==> src/sv/ttui_pkg.sv <==
// Shared types and constants for the text-to-unsigned-integer parser.
`timescale 1ns / 1ps

package ttui_pkg;

    // Longest text scan; the byte counter saturates just below it.
    localparam int unsigned MAX_SCAN_LEN = 4096;
    localparam logic [11:0] COUNT_LIMIT  =
        (MAX_SCAN_LEN - 1 > 4095) ? 12'd4095 : 12'(MAX_SCAN_LEN - 1);

    localparam logic [5:0] NO_DIGIT  = 6'h3F;
    localparam logic [5:0] BASE_OCT  = 6'd8;
    localparam logic [5:0] BASE_DEC  = 6'd10;
    localparam logic [5:0] BASE_HEX  = 6'd16;
    localparam logic [5:0] BASE_MAX  = 6'd36;
    localparam logic [5:0] BASE_AUTO = 6'd0;
    localparam logic [5:0] BASE_ONE  = 6'd1;
    localparam logic [5:0] BASE_RST  = 6'd10;

    localparam int unsigned IN_W  = 8;
    localparam int unsigned OUT_W = 80;

    typedef enum logic [2:0] {
        PH_SPACE  = 3'd0,
        PH_SIGN   = 3'd1,
        PH_ZERO   = 3'd2,
        PH_PREFIX = 3'd3,
        PH_DIGITS = 3'd4
    } phase_t;

    // One classified text byte as it travels through the queue.
    typedef struct packed {
        logic [5:0] digit;   // digit value 0..35, NO_DIGIT otherwise
        logic       blank;
        logic       minus;
        logic       plus;
        logic       zero;
        logic       x_char;
    } cls_t;

endpackage

==> src/sv/text_to_unsigned_integer_parser.sv <==
// Top level of the streaming text-to-unsigned-64-bit-integer parser.
// A terminating byte is queued at the edge that accepts it, then popped by the engine and
//   loaded into the result register, which raises m_tvalid.
// Throughput: 1 byte per cycle, multiply-add is combinational; a result held by m_tready
//   low stops the engine, and s_tready drops once QUEUE_DEPTH more bytes are queued.
// Reset (synchronous, aresetn low): flush queue and result, whitespace phase, base 10.
`timescale 1ns / 1ps

module text_to_unsigned_integer_parser
    import ttui_pkg::*;
#(
    parameter int unsigned QUEUE_DEPTH = 4   // 2..32 entries
) (
    input  logic             aclk,
    input  logic             aresetn,
    input  logic             cfg_wr_en,
    input  logic [5:0]       cfg_wr_data,  // [5:0] number_base
    input  logic             s_tvalid,
    output logic             s_tready,
    input  logic [IN_W-1:0]  s_tdata,      // [7:0] char_code
    output logic             m_tvalid,
    input  logic             m_tready,
    output logic [OUT_W-1:0] m_tdata       // [63:0] parsed_value, [64] out_of_range,
                                           // [65] digits_found, [77:66] end_offset
);

    // Number base register; the engine samples it at the first non-blank byte.
    logic [5:0] number_base_reg, number_base_next;

    // Front end to queue request channel
    logic push_valid, push_ready;
    cls_t push_item;

    // Queue to parse engine request channel
    logic q_valid, q_pop;
    cls_t q_item;

    assign number_base_next = cfg_wr_en ? cfg_wr_data : number_base_reg;

    always_ff @(posedge aclk) begin
        if (!aresetn) begin
            number_base_reg <= BASE_RST;
        end else begin
            number_base_reg <= number_base_next;
        end
    end

    // Classify each incoming byte (digit value, blank, sign, zero, x).
    ttui_front u_front (
        .s_tvalid   (s_tvalid),
        .s_tready   (s_tready),
        .s_tdata    (s_tdata),
        .push_valid (push_valid),
        .push_ready (push_ready),
        .push_item  (push_item)
    );

    // Decouple the front end from the engine so each side can stall alone.
    ttui_queue #(
        .DEPTH (QUEUE_DEPTH)
    ) u_queue (
        .aclk       (aclk),
        .aresetn    (aresetn),
        .push_valid (push_valid),
        .push_ready (push_ready),
        .push_item  (push_item),
        .pop_valid  (q_valid),
        .pop_ready  (q_pop),
        .pop_item   (q_item)
    );

    // Advance the parse one byte per pop; a terminator loads the result register.
    ttui_back u_back (
        .aclk        (aclk),
        .aresetn     (aresetn),
        .number_base (number_base_reg),
        .q_valid     (q_valid),
        .q_pop       (q_pop),
        .q_item      (q_item),
        .m_tvalid    (m_tvalid),
        .m_tready    (m_tready),
        .m_tdata     (m_tdata)
    );

    // A parse without digits reports value 0, offset 0 and no overflow.
    a_no_digit_result: assert property (@(posedge aclk) disable iff (!aresetn)
        (m_tvalid && !m_tdata[65]) |->
            (m_tdata[63:0] == 64'd0 && m_tdata[77:66] == 12'd0 && !m_tdata[64]))
        else $error("result without digits carries a nonzero field");

    // Overflow saturates the magnitude and is never negated.
    a_overflow_saturates: assert property (@(posedge aclk) disable iff (!aresetn)
        (m_tvalid && m_tdata[64]) |-> (m_tdata[63:0] == '1 && m_tdata[65]))
        else $error("overflowed result is not all ones");

    // Backpressure on the input only ever comes from a queue holding requests.
    a_stall_has_backlog: assert property (@(posedge aclk) disable iff (!aresetn)
        !s_tready |-> q_valid)
        else $error("input stalled while the queue is empty");

endmodule

==> src/sv/ttui_front.sv <==
// Front end: takes text bytes and classifies each one for the parse engine.
`timescale 1ns / 1ps

module ttui_front
    import ttui_pkg::*;
(
    input  logic              s_tvalid,
    output logic              s_tready,
    input  logic [IN_W-1:0]   s_tdata,    // [7:0] char_code
    output logic              push_valid,
    input  logic              push_ready,
    output cls_t              push_item
);

    always_comb begin
        push_item        = '0;
        push_item.digit  = NO_DIGIT;
        if (s_tdata >= 8'h30 && s_tdata <= 8'h39) begin
            push_item.digit = 6'(s_tdata - 8'h30);
        end else if (s_tdata >= 8'h41 && s_tdata <= 8'h5A) begin
            push_item.digit = 6'(s_tdata - 8'h37);
        end else if (s_tdata >= 8'h61 && s_tdata <= 8'h7A) begin
            push_item.digit = 6'(s_tdata - 8'h57);
        end
        push_item.blank  = (s_tdata == 8'h20) || (s_tdata >= 8'h09 && s_tdata <= 8'h0D);
        push_item.minus  = (s_tdata == 8'h2D);
        push_item.plus   = (s_tdata == 8'h2B);
        push_item.zero   = (s_tdata == 8'h30);
        push_item.x_char = (s_tdata == 8'h78) || (s_tdata == 8'h58);
    end

    assign push_valid = s_tvalid;
    assign s_tready   = push_ready;

endmodule

==> src/sv/ttui_queue.sv <==
// Short FIFO of classified bytes between the front end and the parse engine.
`timescale 1ns / 1ps

module ttui_queue
    import ttui_pkg::*;
#(
    parameter int unsigned DEPTH = 4
) (
    input  logic aclk,
    input  logic aresetn,
    input  logic push_valid,
    output logic push_ready,
    input  cls_t push_item,
    output logic pop_valid,
    input  logic pop_ready,
    output cls_t pop_item
);

    localparam int unsigned PTR_W = (DEPTH > 1) ? $clog2(DEPTH) : 1;
    localparam int unsigned CNT_W = $clog2(DEPTH + 1);

    cls_t             mem [DEPTH];
    logic [PTR_W-1:0] wr_ptr_reg, wr_ptr_next;
    logic [PTR_W-1:0] rd_ptr_reg, rd_ptr_next;
    logic [CNT_W-1:0] cnt_reg, cnt_next;
    logic             do_push, do_pop;

    assign push_ready = (cnt_reg != CNT_W'(DEPTH));
    assign pop_valid  = (cnt_reg != '0);
    assign pop_item   = mem[rd_ptr_reg];
    assign do_push    = push_valid && push_ready;
    assign do_pop     = pop_valid && pop_ready;

    always_comb begin
        wr_ptr_next = wr_ptr_reg;
        rd_ptr_next = rd_ptr_reg;
        cnt_next    = cnt_reg;
        if (do_push) begin
            wr_ptr_next = (wr_ptr_reg == PTR_W'(DEPTH - 1)) ? '0 : wr_ptr_reg + 1'b1;
        end
        if (do_pop) begin
            rd_ptr_next = (rd_ptr_reg == PTR_W'(DEPTH - 1)) ? '0 : rd_ptr_reg + 1'b1;
        end
        if (do_push && !do_pop) begin
            cnt_next = cnt_reg + 1'b1;
        end else if (do_pop && !do_push) begin
            cnt_next = cnt_reg - 1'b1;
        end
    end

    always_ff @(posedge aclk) begin
        if (!aresetn) begin
            wr_ptr_reg <= '0;
            rd_ptr_reg <= '0;
            cnt_reg    <= '0;
        end else begin
            wr_ptr_reg <= wr_ptr_next;
            rd_ptr_reg <= rd_ptr_next;
            cnt_reg    <= cnt_next;
        end
    end

    always_ff @(posedge aclk) begin
        if (do_push) begin
            mem[wr_ptr_reg] <= push_item;
        end
    end

endmodule

==> src/sv/ttui_back.sv <==
// Parse engine: phase machine, multiply-add accumulator and result register.
`timescale 1ns / 1ps

module ttui_back
    import ttui_pkg::*;
(
    input  logic             aclk,
    input  logic             aresetn,
    input  logic [5:0]       number_base,
    input  logic             q_valid,
    output logic             q_pop,
    input  cls_t             q_item,
    output logic             m_tvalid,
    input  logic             m_tready,
    output logic [OUT_W-1:0] m_tdata
);

    phase_t      phase_reg, phase_next;
    logic [63:0] acc_reg, acc_next;
    logic        neg_reg, neg_next;
    logic        ovf_reg, ovf_next;
    logic        any_reg, any_next;
    logic [5:0]  base_reg, base_next;
    logic [11:0] cnt_reg, cnt_next;

    logic             m_tvalid_reg, m_tvalid_next;
    logic [OUT_W-1:0] m_tdata_reg;

    logic        emit;
    logic [11:0] emit_off;
    logic        go_first, go_digit, go_acc;
    logic [5:0]  first_base, digit_base, mul_base;
    logic [70:0] acc_sum;
    logic [63:0] emit_val;

    function automatic logic [11:0] sat_inc(input logic [11:0] c);
        return (c < COUNT_LIMIT) ? c + 12'd1 : c;
    endfunction

    assign q_pop = q_valid && (!m_tvalid_reg || m_tready);

    always_comb begin
        phase_next = phase_reg;
        acc_next   = acc_reg;
        neg_next   = neg_reg;
        ovf_next   = ovf_reg;
        any_next   = any_reg;
        base_next  = base_reg;
        cnt_next   = cnt_reg;
        emit       = 1'b0;
        emit_off   = '0;
        go_first   = 1'b0;
        go_digit   = 1'b0;
        go_acc     = 1'b0;
        first_base = base_reg;
        digit_base = base_reg;
        mul_base   = BASE_DEC;
        acc_sum    = '0;

        unique case (phase_reg)
            PH_SIGN: begin
                go_first = 1'b1;
            end
            PH_ZERO: begin
                if (q_item.x_char) begin
                    phase_next = PH_PREFIX;
                end else begin
                    digit_base = (base_reg == BASE_AUTO) ? BASE_OCT : base_reg;
                    base_next  = digit_base;
                    phase_next = PH_DIGITS;
                    go_digit   = 1'b1;
                end
            end
            PH_PREFIX: begin
                base_next  = BASE_HEX;
                digit_base = BASE_HEX;
                if (q_item.digit < BASE_HEX) begin
                    cnt_next   = sat_inc(sat_inc(cnt_reg));
                    go_acc     = 1'b1;
                    phase_next = PH_DIGITS;
                end else begin
                    emit     = 1'b1;
                    emit_off = cnt_reg;
                end
            end
            PH_DIGITS: begin
                go_digit = 1'b1;
            end
            default: begin
                // whitespace phase, also taken by unused phase codes
                if (q_item.blank) begin
                    cnt_next = sat_inc(cnt_reg);
                end else begin
                    first_base = number_base;
                    base_next  = number_base;
                    if (q_item.minus || q_item.plus) begin
                        neg_next   = q_item.minus;
                        cnt_next   = sat_inc(cnt_reg);
                        phase_next = PH_SIGN;
                    end else begin
                        go_first = 1'b1;
                    end
                end
            end
        endcase

        // first byte after whitespace and sign
        if (go_first) begin
            if (first_base == BASE_ONE || first_base > BASE_MAX) begin
                emit     = 1'b1;
                emit_off = '0;
            end else if (q_item.zero && (first_base == BASE_AUTO || first_base == BASE_HEX)) begin
                any_next   = 1'b1;
                acc_next   = '0;
                cnt_next   = sat_inc(cnt_reg);
                phase_next = PH_ZERO;
                base_next  = first_base;
            end else begin
                digit_base = (first_base == BASE_AUTO) ? BASE_DEC : first_base;
                base_next  = digit_base;
                phase_next = PH_DIGITS;
                go_digit   = 1'b1;
            end
        end

        if (go_digit) begin
            if (q_item.digit >= digit_base) begin
                emit     = 1'b1;
                emit_off = any_reg ? cnt_reg : 12'd0;
            end else begin
                go_acc   = 1'b1;
                cnt_next = sat_inc(cnt_reg);
            end
        end

        // one multiply-add per byte; a carry above bit 63 means overflow
        mul_base = (digit_base >= 6'd2) ? digit_base : BASE_DEC;
        acc_sum  = ({7'd0, acc_reg} * {65'd0, mul_base}) + {65'd0, q_item.digit};
        if (go_acc) begin
            any_next = 1'b1;
            if (!ovf_reg) begin
                if (acc_sum[70:64] != '0) begin
                    ovf_next = 1'b1;
                    acc_next = '1;
                end else begin
                    acc_next = acc_sum[63:0];
                end
            end
        end

        if (emit) begin
            phase_next = PH_SPACE;
            acc_next   = '0;
            neg_next   = 1'b0;
            ovf_next   = 1'b0;
            any_next   = 1'b0;
            base_next  = '0;
            cnt_next   = '0;
        end

        emit_val = (neg_reg && !ovf_reg) ? (64'd0 - acc_reg) : acc_reg;

        m_tvalid_next = m_tvalid_reg && !m_tready;
        if (q_pop && emit) begin
            m_tvalid_next = 1'b1;
        end
    end

    always_ff @(posedge aclk) begin
        if (!aresetn) begin
            phase_reg    <= PH_SPACE;
            acc_reg      <= '0;
            neg_reg      <= 1'b0;
            ovf_reg      <= 1'b0;
            any_reg      <= 1'b0;
            base_reg     <= '0;
            cnt_reg      <= '0;
            m_tvalid_reg <= 1'b0;
        end else begin
            m_tvalid_reg <= m_tvalid_next;
            if (q_pop) begin
                phase_reg <= phase_next;
                acc_reg   <= acc_next;
                neg_reg   <= neg_next;
                ovf_reg   <= ovf_next;
                any_reg   <= any_next;
                base_reg  <= base_next;
                cnt_reg   <= cnt_next;
            end
        end
    end

    always_ff @(posedge aclk) begin
        if (q_pop && emit) begin
            m_tdata_reg <= {2'b00, emit_off, any_reg, ovf_reg, emit_val};
        end
    end

    assign m_tvalid = m_tvalid_reg;
    assign m_tdata  = m_tdata_reg;

endmodule

==> config.mk <==
export PLATFORM = sky130hd
export DESIGN_NAME = text_to_unsigned_integer_parser
export DESIGN_NICKNAME = d
export VERILOG_FILES = /design/src/sv/ttui_pkg.sv /design/src/sv/text_to_unsigned_integer_parser.sv /design/src/sv/ttui_front.sv /design/src/sv/ttui_queue.sv /design/src/sv/ttui_back.sv
export SDC_FILE = /design/constraint.sdc
export NUM_CORES = 1
export LEC_CHECK = 0
export ABC_AREA = 1
export BUFFER_PORTS_ARGS = -buffer_cell sky130_fd_sc_hd__buf_2
export CELL_PAD_IN_SITES_DETAIL_PLACEMENT = 1
export CELL_PAD_IN_SITES_GLOBAL_PLACEMENT = 2
export CORE_MARGIN = 5
export CORE_UTILIZATION = 41
export DETAILED_ROUTE_END_ITERATION = 6
export GPL_ROUTABILITY_DRIVEN = 0
export PLACE_DENSITY_LB_ADDON = 0.1
export SLEW_MARGIN = 5
export SYNTH_ARGS = -nofsm -noshare
export SYNTH_HDL_FRONTEND = slang
export SYNTH_SLANG_ARGS = --single-unit
==> constraint.sdc <==
create_clock -name aclk -period 19.6 [get_ports aclk]
set_input_delay 0.98 -clock aclk [delete_from_list [all_inputs] [get_ports aclk]]
set_output_delay 0.98 -clock aclk [all_outputs]
set_load 0.005 [all_outputs]
### Word level (Yosys, flattened, before mapping)

Memories as Yosys holds them, arrays and structs flattened. A register that Yosys moved wholly into a read port is not among the register bits.
Index checks and enable logic that the tools add are counted.

* register bits: 180
* latch bits: 0
* memory bits (writable): 44
* memory bits (read-only): 0
* output and inout port bits: 82
* logic and storage cells: 192
* memories kept: 1

Memory list
* u_queue.mem: depth 4, width 11, read ports 1, clocked after Yosys merged registers in 1, wr ports 1, RTL line ttui_queue.sv:22 `cls_t mem [DEPTH];`

* add/sub/neg operators: 11
* multipliers: 1
* divide/modulo/power cells: 0
* magnitude comparators: 14
* equal/unequal tests: 18
* shift operators: 0
* multiplexer cells: 94
* bitwise gates (word level): 0
* reductions and logical operators: 40

Operators with widths (number)
* 64-bit two-way mux: 8
* 12-bit two-way mux: 18
* 6-bit two-way mux: 16
* 70-bit by 6-bit adder with 71-bit output: 1
* 64-bit by 6-bit multiplier with 70-bit output: 1
* 1-bit by 64-bit subtractor with 64-bit output, first input constant: 1
* 8-bit by 6-bit equality test with 1-bit output, second input constant: 4
* 1-bit two-way mux: 32
* 3-bit two-way mux: 10
* 12-bit by 1-bit adder with 12-bit output, second input constant: 2
* 12-bit less-than comparator, second input constant: 2
* 12-bit one-hot mux with 2 select lines: 1
* 6-bit one-hot mux with 3 select lines: 1
* 8-bit by 7-bit equality test with 1-bit output, second input constant: 2
* 8-bit by 7-bit >= comparator with 1-bit output, second input constant: 2
* 8-bit by 7-bit less-or-equal comparator with 1-bit output, second input constant: 2
* 1-bit logical AND: 13
* 6-bit zero test: 2
* 6-bit one-hot mux with 2 select lines: 1
* 6-bit subtractor, second input constant: 2
* 3-bit one-hot mux with 3 select lines: 1
* 3-bit nonzero test: 3
* 8-bit by 4-bit >= comparator with 1-bit output, second input constant: 1
* 8-bit by 6-bit >= comparator with 1-bit output, second input constant: 1
* other kinds (30): 51

### Logic depth before layout (Yosys ltp)

Gate-level depths: netlist of the first run.

* depth in word-level cells: 18
* depth in mapped cells: 50
* gate-level depth less buffers: 47

### Hierarchy

Synthesis of the first run repeated with hierarchy kept, for this count alone.

* cell total of the unflattened synthesis: 3633
* area, all modules: 26748.2 µm²

Modules (own cells, without submodules)
* ttui_back: instances 1, cells an instance 3324, area an instance 23809.1 µm², seq. area each 4124.0 µm²
* ttui_queue: instances 1, cells an instance 177, area an instance 2153.3 µm², seq. area each 1501.4 µm²
* ttui_front: instances 1, cells an instance 98, area an instance 540.5 µm², seq. area each 0.0 µm²
* text_to_unsigned_integer_parser: instances 1, cells an instance 34, area an instance 245.2 µm², seq. area each 120.1 µm²

### Worst setup path after synthesis of the first run

No wires, ideal clock.

* path kind: register -> register
* from: register with a tool-made name
* to: register u_back.acc_reg[0]
* arrival: 6594 ps
* data required time: 19468 ps
* path slack: 12874 ps
* stages on the path, launching flop included: 48
* cell sequence: dfxtp_1 buf_2 inv_1 nand3_2 nand2_2 nand2_1 nand2_1 nand2_1 nand2_1 nor2_1 nand2_2 nand4_4 nand3_1 nand2_1 nor2_1 nand4_2 nand2_4 buf_2 [12 not listed] nand2_1 nand3_1 nand2_1 nand2_1 nand2_1 nand2_1 nand2_1 nand2_1 nand2_1 nand2_1 nor2_1 nand2_1 nor2_1 buf_2 buf_1 nand4_1 nand2_1 a21oi_1

RTL lines
* end signal: assignment: RTL line ttui_back.sv:183 `acc_reg <= acc_next;`
* end: declaration: RTL line ttui_back.sv:19 `logic [63:0] acc_reg, acc_next;`

==> impl_results.md, run 1 <==
- Yosys warns: 0
- Fin crit share: 60.35%
- Synthesis-stage register bit count: 226
- TNS Setup: 0 ns
- Most frequent CP cell: nand2_1
- Tot GR Track Use: 29.63%
- Post-synthesis simple-gate area fraction: 26.08%
- Number of port buffers: 98
- Fmax: 84.55 MHz
- Via count: 26040
- Most used DFF post-synth: edfxtp_1
- DR iter-0 viols: 2024
- Largest stage delay, worst path: 0.92 ns
- Grt ovf: 0
- First-pass GRT wire length: 166200 um
- Final WS setup: 7.772 ns
- Slew Limit Fails: 0
- Post-synthesis xor/xnor area fraction: 4.142%
- Async set-reset flop share out of synthesis: 0%
- CP max FO: 42
- Number of diodes: 0
- CP max-delay cell: o21ai_4
- Slew headroom: 20.22%
- Core ar.: 64700 um^2
- Clk_lat worst skew: 0.57 ns
- CTS sink count: 226
- Post-synthesis cell area: 26850 um^2
- Residual DRC: 0
- Final instance area: 29030 um^2
- DIE HEIGHT: 265.9 um
- Number of global-route vias before repair: 27970
- Die width: 265.9 um
- Die area: 70710 um^2
- Slew @ Worst Pin: 1.192 ns
- Initial Util: 41.51%
- DP HPWL: 81810 um
- Pin count of the biggest net entering global routing: 75
- Post-route ant nets: 0
- Post-Synthesis Cells: 3629
- Vias/cell: 5.760
- Post-synthesis sequential area ratio: 21.40%
- Min-Delay Path Class: register to register
- Postcts setup bufs: 0
- Cell Area, Placed: 27960 um^2
- CTS root buffer: clkbuf_16
- Layout cells sized above 1: 7.613%
- Portion of netlist area occupied by mux cells: 0%
- Synth Area in Compound Gates: 13.15%
- Filler cell count: 8188
- RSZ-0062 raised after global routing: no
- Synth unique cells: 57
- Post-Synth Adder-Cell Area: 27.02%
- Clock transition at path regs: 0.06 ns
- Crit path arrival time: 12.22 ns
- Most frequent cells in the layout: 806 x nand2_1, 550 x nor2_1, 374 x inv_1
- Critical path required time: 19.99 ns
- Status: completed
- Clk_skew: 0.01660 ns
- DR pass1 iterations: 5
- H-tree levels: 2
- Pre-CTS setup slack: 8.022 ns
- # IOs: 101
- Max FFs per register: 78
- Final hold vios: 0
- CTS tree: done
- Max cap viols: 0
- Post-CTS sizing: 0
- Crit path time final: 11.83 ns
- Area growth from synthesis to layout: 8.112%
- Mapped Avg Cell Area: 7.400 um^2
- Crit end category: register
- Row cnt: 93
- Inserted Clock Buffers: 34
- Commonest non-fill, non-tap cell in the layout: nand2_1
- Crit path launch type: register
- Drt wl/cell: 23.56 um
- Hold-fix buffers at CTS: 0
- Initial antenna violation count: 0
- Kind of critical path: register to register
- CTS Buffer Depth: 3
- Final wirelength: 106500 um
- Main combinational cell family by area after synthesis: adder cells
- Final nets: 4089
- Final setup viols: 0
- Post-synth EDFFs: 122
==> critical path: cells and delay by family (launching register included) <==
kind | cells | cell delay [ns]
and+or+nand+nor | 24 | 5.03
buffers and inverters | 4 | 2.19
adders and majority gates | 5 | 2.15
AOI/OAI and AO/OA | 4 | 1.34
DFF | 1 | 0.81
==> layout make-up <==
class                           instances  area (um^2)  area share (%)
Timing Repair Buffer                  118        640.6           2.207
Clock buffer                           47        909.6           3.133
Clock inverter                         12        160.2          0.5517
Inverter                              410         1544           5.318
Multi-Input combinational cell       2852        18960           65.31
Tap cell                              855         1070           3.685
Sequential cell                       226         5746           19.79
==> per-stage QoR <==
step	instances	util (%)	hold slack [ns]
after floorplan	3630	-	0.4082
after global placement	4461	43.22	0.4561
after detailed placement	4461	43.22	0.4702
after CTS	4520	44.87	0.4871
after global routing	4520	44.87	0.4948
final	4520	44.87	0.4763
==> worst paths after layout <==
kind / startpoint / endpoint / depth (start not counted) / slack [ns]
hold / removal: number_base_reg[3]$_SDFFE_PN1P_ / number_base_reg[3]$_SDFFE_PN1P_ / 2 / 0.48
hold reg to reg: number_base_reg[3]$_SDFFE_PN1P_ / number_base_reg[3]$_SDFFE_PN1P_ / 2 / 0.48
setup / recovery: register / u_back.acc_reg[13]$_SDFFE_PN0P_ / 37 / 7.77
setup reg to reg: register / u_back.acc_reg[13]$_SDFFE_PN0P_ / 37 / 7.77
==> cells in the mapped netlist, drive strengths merged, types with 3 or more instances <==
master / count / area share [%]
nor4: 15 / 0.35
nand2: 814 / 11
inv: 388 / 5.4
a32oi: 5 / 0.16
clkbuf: 72 / 1.0
o211ai: 8 / 0.22
dfxtp: 104 / 7.8
nand3b: 10 / 0.28
buf: 70 / 1.5
xnor2: 33 / 1.1
a211oi: 3 / 0.084
o22ai: 11 / 0.26
o21ai: 107 / 2.0
nor2: 553 / 7.8
fa: 253 / 19
a31oi: 9 / 0.23
nor3b: 4 / 0.11
edfxtp: 122 / 14
ha: 175 / 8.2
xor2: 94 / 3.1
nor3: 50 / 0.93
o21bai: 15 / 0.42
a22oi: 5 / 0.14
a21oi: 424 / 8.9
clkinv: 22 / 0.31
nand3: 124 / 2.4
or2: 6 / 0.14
and2: 5 / 0.12
a21o: 7 / 0.20
o21a: 5 / 0.14
nand4: 102 / 2.5
==> routing by layer <==
| layer | GRT usage [%] | wire length [um] | vias up |
|---|---|---|---|
| met5 | 0 | 0 | - |
| met2 | 48.81 | 49300 | 806 |
| met4 | 6.901 | 2475 | 0 |
| met3 | 4.737 | 6768 | 146 |
| met1 | 41.28 | 47940 | 13240 |
| li1 | - | - | 11850 |
==> kinds of logic after synthesis <==
kind of cell / after synthesis
other cells: 1
xor+xnor: 127
fa+ha+maj: 428
simple gates: 1684
compound gates: 611
buf+inv: 552
flops: 226
Power of run 1 is left out: the tool's default activity adds up to more than one toggle a clock period on the data nets, which glitch-free logic cannot reach.
==> run 2, diff against run 1 <==
--- a/config.mk
+++ b/config.mk
@@ -5,7 +5,7 @@
 export SDC_FILE = /design/constraint.sdc
 export NUM_CORES = 1
 export LEC_CHECK = 0
-export ABC_AREA = 1
+export ABC_AREA = 0
 export BUFFER_PORTS_ARGS = -buffer_cell sky130_fd_sc_hd__buf_2
 export CELL_PAD_IN_SITES_DETAIL_PLACEMENT = 1
 export CELL_PAD_IN_SITES_GLOBAL_PLACEMENT = 2
==> constraint.sdc (replaced) <==
create_clock -name aclk -period 11.69 [get_ports aclk]
set_input_delay 0.5845 -clock aclk [delete_from_list [all_inputs] [get_ports aclk]]
set_output_delay 0.5845 -clock aclk [all_outputs]
set_load 0.005 [all_outputs]
==> run 2 against run 1 <==
Effect of this change:
- critical path depth fell by 8
- synthesized cell count shrank 24%
- utilization rose by 0.17 points
- sequential share of layout area is 1.3 points higher
- first-iteration DRC count decreased by 43%
- design area is 6.2% lower
- die area decreased by 6.4%
- cell count is 22% lower
- flip-flop and latch count unchanged
- synthesized area decreased by 6.6%
- hold slack worse by 0.21 ns
==> impl_results.md, run 2 <==
- First-pass GRT wire length: 133700 um (was 166200 um)
- Cell Area, Placed: 26100 um^2 (was 27960 um^2)
- CP max-delay cell: a32o_2 (was o21ai_4)
- DR iter-0 viols: 1160 (was 2024)
- Crit path time final: 10.74 ns (was 11.83 ns)
- Row cnt: 90 (was 93)
- GR peak layer: met2 (unchanged)
- Drt wl/cell: 24.02 um (was 23.56 um)
- P_sw: 3567 uW
- Non-Filler Instances: 3532 (was 4520)
- Dpl cells: 3470 (was 4461)
- Vias/cell: 5.901 (was 5.760)
- Most frequent cells in the layout: 294 x and2_1, 253 x fa_1, 231 x nand2_1 (was 806 x nand2_1, 550 x nor2_1, 374 x inv_1)
- Crit path launch type: register (unchanged)
- Layout cells sized above 1: 8.255% (was 7.613%)
- Die area: 66200 um^2 (was 70710 um^2)
- RSZ-0062 raised after global routing: no (unchanged)
- Power Density: 241.8 nW/um^2
- Met3 Track Usage GR: 3.294% (was 4.737%)
- Number of diodes: 0 (unchanged)
- Clock share of power: 16.5%
- CTS root buffer: clkbuf_16 (unchanged)
- R2R setup slack: 0.95 ns (was 7.77 ns)
- Lkg Pwr: 0.01227 uW
- Largest stage delay, worst path: 0.84 ns (was 0.92 ns)
- Fin crit share: 91.89% (was 60.35%)
- Post-CTS sizing: 0 (unchanged)
- DP HPWL: 62980 um (was 81810 um)
- Top Family by Delay on Critical Path: compound AO/OA/AOI/OAI gates (was simple AND/OR/NAND/NOR gates)
- # IOs: 101 (unchanged)
- Initial Util: 41.46% (was 41.51%)
- Core ar.: 60470 um^2 (was 64700 um^2)
- Fmax: 93.09 MHz (was 84.55 MHz)
- Sw frac: 54.16%
- VDD IR max: 282.6 uV
- Async set-reset flop share out of synthesis: 0% (unchanged)
- DIE HEIGHT: 257.3 um (was 265.9 um)
- Final core utilization: 45.04% (was 44.87%)
- Post-synth EDFFs: 122 (unchanged)
- Post-route ant nets: 0 (unchanged)
- Most common cell in the synthesized netlist: and2_1 (was nand2_1)
- Internal power: 3018 uW
- Crit path arrival time: 11.20 ns (was 12.22 ns)
- Post-synthesis cell area: 25070 um^2 (was 26850 um^2)
- Filler cell count: 6900 (was 8188)
- Max cap viols: 0 (unchanged)
- Hold-fix buffers at CTS: 0 (unchanged)
- Slew headroom: 26.85% (was 20.22%)
- FF-to-FF End: u_back.acc_reg[13]$_SDFFE_PN0P_ (unchanged)
- Final wirelength: 84850 um (was 106500 um)
- Grt ovf: 0 (unchanged)
- Yosys warns: 0 (unchanged)
- CP max FO: 41 (was 42)
- Initial antenna violation count: 4 (was 0)
- GRT met1 Usage: 34.96% (was 41.28%)
- Clock transition at path regs: 0.06 ns (about the same)
- Worst path depth: 29 (was 37)
- WP buf/inv: 3 (was 4)
- Commonest non-fill, non-tap cell in the layout: and2_1 (was nand2_1)
- Tot GR Track Use: 25.32% (was 29.63%)
- Number of port buffers: 98 (unchanged)
- Synth cell count leaders: 294 x and2_1, 253 x fa_1, 231 x nand2_1 (was 807 x nand2_1, 551 x nor2_1, 377 x inv_1)
- TNS Setup: 0 ns (unchanged)
- Synth unique cells: 82 (was 57)
- Final instance area: 27240 um^2 (was 29030 um^2)
- Final setup viols: 0 (unchanged)
- Kind of critical path: register to register (unchanged)
- Total power: 6585 uW
- GR Layer Usage met2: 42.85% (was 48.81%)
- Residual DRC: 0 (unchanged)
- Number of global-route vias before repair: 22530 (was 27970)
- H-tree levels: 2 (unchanged)
- Mapped Avg Cell Area: 9.121 um^2 (was 7.400 um^2)
- Post-Synthesis Cells: 2749 (was 3629)
- Die width: 257.3 um (was 265.9 um)
- Pin count of the biggest net entering global routing: 75 (unchanged)
- Sequential Power Share: 21.6%
- CTS Buffer Depth: 3 (unchanged)
- Final nets: 3171 (was 4089)
- CTS sink count: 226 (unchanged)
- Comb power frac: 61.9%
- Status: completed (unchanged)
- Max FFs per register: 78 (unchanged)
- Area growth from synthesis to layout: 8.633% (was 8.112%)
- Largest cells by area after synthesis: fa_1 20%, edfxtp_1 15%, ha_1 8.7% (was fa_1 19%, edfxtp_1 14%, nand2_1 11%)
- Cell taking the most area after synthesis: fa_1 (unchanged)
- Reg2reg path depth: 29 (was 37)
- Post-synthesis sequential area ratio: 22.92% (was 21.40%)
- Top cell type's share of synthesized area: 20.20% (was 18.86%)
- Slew @ Worst Pin: 1.083 ns (was 1.192 ns)
- CP Capture Point: u_back.acc_reg[13]$_SDFFE_PN0P_ (unchanged)
- Final hold vios: 0 (unchanged)
- Inserted Clock Buffers: 34 (unchanged)
- Critical path required time: 12.15 ns (was 19.99 ns)
- Via count: 20840 (was 26040)
- Min-Delay Path Class: input pin to register (was register to register)
- Clk_skew: 0.02850 ns (was 0.01660 ns)
- Synthesis-stage register bit count: 226 (unchanged)
- Most used DFF post-synth: edfxtp_1 (unchanged)
- Clk_lat worst skew: 0.57 ns (about the same)
- Slew Limit Fails: 0 (unchanged)
- CTS tree: done (unchanged)
- Postcts setup bufs: 0 (unchanged)
- DR pass1 iterations: 5 (unchanged)
- Crit end category: register (unchanged)
## run 2: cell count changes in the layout (fill, tap and decap cells not counted), sizes merged, moves of 87 or more
cell / previous run / this run
nor2: 553 / 162
a21oi: 424 / 204
and2: 5 / 295
nand3: 124 / 34
nand2: 814 / 232
nor2b: 0 / 87
inv: 388 / 77
## run 2: metrics by stage
step	setup WS [ns]	hold WS, ns
2_1_floorplan	3.551	0.4307
3_3_place_gp	1.334	0.4548
3_5_place_dp	1.045	0.4574
4_1_cts	0.9805	0.2351
5_1_grt	0.3690	0.2533
6_report	0.9481	0.2639
## run 2: how the worst min path moves through the flow
| stage | endpoint | startpoint | cells after the start |
|---|---|---|---|
| final | number_base_reg[3]$_SDFFE_PN1P_ | cfg_wr_data[3] | 3 |
| after global routing | number_base_reg[3]$_SDFFE_PN1P_ | cfg_wr_data[3] | 3 |
| after CTS | number_base_reg[3]$_SDFFE_PN1P_ | cfg_wr_data[3] | 3 |
| after detailed placement | u_back.m_tdata[65]$_DFFE_PP_ | u_back.any_reg$_SDFFE_PN0P_ | 0 |
| after global placement | u_back.m_tdata[65]$_DFFE_PP_ | u_back.any_reg$_SDFFE_PN0P_ | 0 |
| after floorplan | u_back.m_tdata[65]$_DFFE_PP_ | u_back.any_reg$_SDFFE_PN0P_ | 0 |
## run 2: area by class of cell
type | count | area (um^2) | share of cell area, %
well taps | 782 | 978.4 | 3.592
flip-flops and latches | 226 | 5746 | 21.09
repair buffers | 136 | 775.7 | 2.848
multi-input cells | 2247 | 18300 | 67.19
inverters | 79 | 299.0 | 1.098
clock buffers | 39 | 869.6 | 3.193
clock inverters | 23 | 269.0 | 0.9876
## run 2: power by group through the flow
stage	clock (uW)	sequential, uW	combinational [uW]
CTS	1110	1420	4090
finish	1090	1420	4080
global route	1150	1450	4410
detailed placement	0	1430	4060
global placement	0	1420	3960
floorplan	0	1270	2560
## run 2: cells by family (layout without fill, tap and decap cells)
group           count (synthesis)  in the layout  synth area share (%)
simple gates                 1073           1073                 22.87
fa+ha+maj                     428            428                 28.93
flops                         226            226                 22.92
buf+inv                       277            277                 4.297
xor+xnor                      139            139                 4.856
other cells                     1              2               0.01496
compound gates                574            574                 14.33
mux                            31             31                 1.787
## run 2: per-layer routing
layer,up-vias,share of wire [%]
li1,9550,-
met4,0,2.2
met3,105,4.2
met1,10740,46
met5,-,0
met2,448,48
## run 2: worst min-delay path, stage by stage
cell     delay [ns]
buf_2          0.08
mux2i_1        0.06
nand2_1        0.06
Power figures use the tool's default switching activity.
